<file path="src/rtl/tte_pkg.sv">
// ----------------------------------------------------------------------------
// tte_pkg
// Shared sizes, outcome codes and the control/status bundles of the
// track time event clusterer.
// ----------------------------------------------------------------------------
package tte_pkg;

  localparam int MAX_EVENTS = 64;
  localparam int COUNT_BITS = 16;
  localparam int TIME_W     = 32;
  localparam int WIN_W      = 16;
  localparam int IDX_W      = $clog2(MAX_EVENTS);
  localparam int USED_W     = IDX_W + 1;
  localparam int PROD_W     = TIME_W + COUNT_BITS;
  localparam int NUM_W      = PROD_W + 1;
  localparam int DIV_W      = COUNT_BITS + 1;
  localparam int STEP_W     = $clog2(TIME_W);

  localparam logic [WIN_W-1:0] WINDOW_RESET = WIN_W'(48);

  typedef enum logic [1:0] {
    OUT_MATCH = 2'd0,
    OUT_NEW   = 2'd1,
    OUT_DROP  = 2'd2
  } outcome_t;

  typedef struct packed {
    logic load;
    logic scan;
    logic mul;
    logic add;
    logic div;
    logic fin_match;
    logic fin_new;
    logic fin_drop;
  } cmd_t;

  typedef struct packed {
    logic hit;
    logic scan_end;
    logic full;
    logic div_last;
    logic out_free;
  } sts_t;

endpackage

</file>
<file path="src/rtl/tte_ctrl.sv">
// ----------------------------------------------------------------------------
// tte_ctrl
// Sequencer: search, then on a match multiply, add and serial divide; commit the match, new-entry or drop result.
// ----------------------------------------------------------------------------
module tte_ctrl (
  input  logic          clk,
  input  logic          rst,
  input  logic          in_valid,
  output logic          in_ready,
  input  tte_pkg::sts_t sts,
  output tte_pkg::cmd_t cmd
);

  typedef enum logic [2:0] {
    ST_IDLE,
    ST_SCAN,
    ST_MUL,
    ST_ADD,
    ST_DIV,
    ST_FIN_MATCH,
    ST_FIN_NEW,
    ST_FIN_DROP
  } state_t;

  state_t state;
  state_t state_next;

  always_comb begin
    state_next = state;
    unique case (state)
      ST_IDLE: begin
        if (in_valid) state_next = ST_SCAN;
      end
      ST_SCAN: begin
        priority if (sts.hit) state_next = ST_MUL;
        else if (sts.scan_end) state_next = sts.full ? ST_FIN_DROP : ST_FIN_NEW;
      end
      ST_MUL: state_next = ST_ADD;
      ST_ADD: state_next = ST_DIV;
      ST_DIV: begin
        if (sts.div_last) state_next = ST_FIN_MATCH;
      end
      ST_FIN_MATCH, ST_FIN_NEW, ST_FIN_DROP: begin
        if (sts.out_free) state_next = ST_IDLE;
      end
      default: state_next = ST_IDLE;
    endcase
  end

  always_comb begin
    cmd           = '0;
    cmd.load      = (state == ST_IDLE) && in_valid;
    cmd.scan      = (state == ST_SCAN);
    cmd.mul       = (state == ST_MUL);
    cmd.add       = (state == ST_ADD);
    cmd.div       = (state == ST_DIV);
    cmd.fin_match = (state == ST_FIN_MATCH) && sts.out_free;
    cmd.fin_new   = (state == ST_FIN_NEW) && sts.out_free;
    cmd.fin_drop  = (state == ST_FIN_DROP) && sts.out_free;
  end

  assign in_ready = (state == ST_IDLE);

  always_ff @(posedge clk) begin
    if (rst) begin
      state <= ST_IDLE;
    end else begin
      state <= state_next;
    end
  end

endmodule

</file>
<file path="config.mk">
export PLATFORM = sky130hd
export DESIGN_NAME = tte_ctrl
export DESIGN_NICKNAME = d
export VERILOG_FILES = /design/src/rtl/tte_pkg.sv /design/src/rtl/tte_ctrl.sv
export SDC_FILE = /design/constraint.sdc
export NUM_CORES = 1
export LEC_CHECK = 0
export BUFFER_PORTS_ARGS = -buffer_cell sky130_fd_sc_hd__buf_4
export CORE_AREA = 5 5 42 44
export CTS_BUF_LIST = sky130_fd_sc_hd__clkbuf_4 sky130_fd_sc_hd__clkbuf_8 sky130_fd_sc_hd__clkbuf_16
export CTS_CLUSTER_SIZE = 14
export DETAILED_ROUTE_END_ITERATION = 10
export DIE_AREA = 0 0 47 49
export GPL_TIMING_DRIVEN = 1
export PLACE_DENSITY_LB_ADDON = 0.15
export SYNTH_ARGS = -nofsm -noshare
export SYNTH_HDL_FRONTEND = slang
export SYNTH_SLANG_ARGS = --single-unit
</file>
<file path="constraint.sdc">
create_clock -name clk -period 2.9 [get_ports clk]
set_clock_uncertainty 0.15 [all_clocks]
set_input_delay 0.29 -clock clk [delete_from_list [all_inputs] [get_ports clk]]
set_output_delay 0.29 -clock clk [all_outputs]
set_load 0.02 [all_outputs]
</file>
==> run summary <==
The run finished with clean final reports. The async set or reset register ratio after synthesis is 0%. The hold violation total from the final report came to 0. The overall track demand over capacity in global routing is 8.52%. The quantity of gates resized following cts is 0. Along the worst path, the maximum fanout reaches 12. The post-route fraction of the period consumed by the critical path is 62.1%.

In the final routed layout, each cell accounts on average for 10.7 um. The initial standard-cell utilization of the core is 21.7%. The ratio of cells with drive above 1 in the final layout came out at 41.4%.

In this run the number of H-tree levels came out at 1. The area inside the core boundary is 1400 um2. The relative max-transition margin came out at 65.8%. Measured along the y axis, the die boundary spans 49 um. Hold repair after CTS inserted 0 buffers. STA classifies the critical path endpoint as an output pin. The maximum number of buffers from clock root to sink is 2. The register with the most flip-flops in the final layout is state. The number of design-rule violations left by the first detailed-router iteration is 4.

The number of standard cells in the layout, taps in and fillers out came out at 74. The via total after detailed routing is 342. During placement, the flow inserted port buffers numbering 16. At the worst endpoint, the required time is 2460 ps. The CTS tree is built. The total power consumption of the routed design is 0.269 mW. The average instance in the mapped netlist occupies 7.42 um2. The final antenna-violating net count came out at 0.

The first global-routing pass estimated 1.45 mm of wire. The clock latency reported for the late side of the worst-skew pair came out at 230 ps. The worst hold path belongs to the class input pin to register. The placed cell count came out at 70.

Power spread over the standard cell area amounts to 592 nW/um2. The final wirelength came out at 791 um. The total number of yosys warnings is 0. The number of placement rows is 14.

The routability-driven placement congestion ratio came out at 0.725. The final worst setup slack is 1100 ps. Once detailed placement completed, the half-perimeter wirelength came to 649 um. The leakage dissipation came out at 0.194 nW. Synthesis handed over a netlist of 41 instances. The number of antenna violations at the first check in global routing is 0. The net count of the mapped netlist is 49.

The post-CTS setup-driven buffer insertion count is 0. Sequential cells were found to cover 19.8% of the synthesized design area. The highest ir drop seen on vdd is 0.258 mV.

In the final layout, the registers with the most flip-flops are state (3). The post-place setup slack is 1330 ps. The layout net count is 67.

STA classifies the critical path startpoint as a register. The total inserted antenna cells came out at 0. The final number of setup-violating endpoints came out at 0. The footprint of the multi-input gates is 216 um2. The register with the most flip-flops in the layout has 3 of them. The die is 47 um wide. The die area is 2300 um2.

The tree is rooted in a sky130_fd_sc_hd__clkbuf_4. The total count of max-transition violations in the final report was 0. After clock tree synthesis, the clock-pin slew on the worst setup and hold paths is 30 ps. The number of global-route vias before repair is 343.

The number of synthesized flops with an enable pin is 0. At the end of the flow the core is filled with cells to 32.4%. The area used by sequential logic in the layout is 60.1 um2. TritonCTS created 3 clock buffers. Across the run, the number of max-cap violations was 0. The area growth from synthesis to layout came out at 49.4%. The leading register cell type out of synthesis is sky130_fd_sc_hd__dfxtp_1. The peak clock frequency supported by timing came out at 555 MHz.

Pin placement for this block handled 17 I/O pins. In the routed design, unresolved DRC markers number 0. After global routing the overflow that remains totals 0.

The distinct cell type count after synthesis is 24. The mapped netlist covers 304 um2. The first-pass iteration count of the detailed router came out at 4. The critical path is of the register to output pin type. Dividing the detail-routed via count by the number of cells gives 4.62. The maximum number of pins on one net before global-route repair came out at 17. The slew of the pin with the lowest slew margin is 513 ps. The number of synthesized register bits is 3. The sum of negative setup slack came out at 0 ps.

Setup repair after global routing left no endpoint under its margin. The final critical path time including I/O delays and setup is 1800 ps. The number of sinks driven by the clock tree is 3. The total of fill cells in the finished design is 168. At the worst endpoint, the arrival time is 1360 ps.
## final cells by class
type	instances	area share, %
multi-input cells	33	47.7
repair buffers	16	26.4
flip-flops and latches	3	13.2
clock buffers	4	6.61
well taps	16	4.41
inverters	2	1.65
## cells in the mapped netlist, types with 2 or more instances
| master | instances | area, um2 |
|---|---|---|
| sky130_fd_sc_hd__dfxtp_1 | 3 | 60.1 |
| sky130_fd_sc_hd__nor3_1 | 5 | 25.0 |
| sky130_fd_sc_hd__nor2_1 | 3 | 11.3 |
| sky130_fd_sc_hd__a21oi_1 | 4 | 20.0 |
| sky130_fd_sc_hd__inv_1 | 2 | 7.51 |
| sky130_fd_sc_hd__nor2b_1 | 2 | 12.5 |
| sky130_fd_sc_hd__buf_4 | 2 | 15.0 |
| sky130_fd_sc_hd__o21ai_0 | 2 | 10.0 |
| sky130_fd_sc_hd__nand2b_1 | 3 | 18.8 |
## routing by layer
layer	part of all wire [%]	vias to the layer above	track usage [%]
li1	-	183	-
met1	46	147	10.7
met2	47	12	12.2
met3	7.5	0	3.32
met4	0	0	4.15
met5	0	-	0
## cells in the final DEF (no fill, tap or decap), drive strengths merged, types with 2 or more instances in the layout
cell type,count
buf,16
nor3,6
a21oi,4
clkbuf,4
nor2,3
nand2b,3
dfxtp,3
o21ai,3
inv,2
nor2b,2
nor3b,2
## per-stage QoR
step | area, um2 | hold WS, ps
after global placement | 424 | 331
after global routing | 454 | 98.4
after floorplan | 304 | 209
after CTS | 454 | 84.4
final | 454 | 96.3
after detailed placement | 424 | 331
## power breakdown
part / leakage (nW) / internal [mW] / switching [mW]
Combinational: 0.151 / 0.0591 / 0.0575
Clock: 0.0184 / 0.0608 / 0.0203
Sequential: 0.0246 / 0.0484 / 0.0227
Total: 0.194 / 0.168 / 0.100
## critical path: stages, from the launching register on
cell and delay, ps:
sky130_fd_sc_hd__dfxtp_1 550, sky130_fd_sc_hd__inv_1 180, sky130_fd_sc_hd__nor3_1 230, sky130_fd_sc_hd__buf_4 170
## final timing paths
kind / to / slack, ps / cells after the start / startpoint
max reg2reg: state[0] / 1410 / 3 / state[2]
max: cmd[2] / 1100 / 3 / state[0]
min: state[1] / 100 / 2 / rst
min reg2reg: state[1] / 520 / 2 / state[1]
## kinds of logic (layout without fill, tap and decap cells)
| group | count (synthesis) | after routing | share of synthesized area [%] |
|---|---|---|---|
| DFF | 3 | 3 | 19.8 |
| AOI/OAI and AO/OA | 13 | 13 | 32.1 |
| and+or+nand+nor | 20 | 20 | 39.1 |
| buffers and inverters | 5 | 22 | 9.05 |
(Power assumes the default switching activity.)
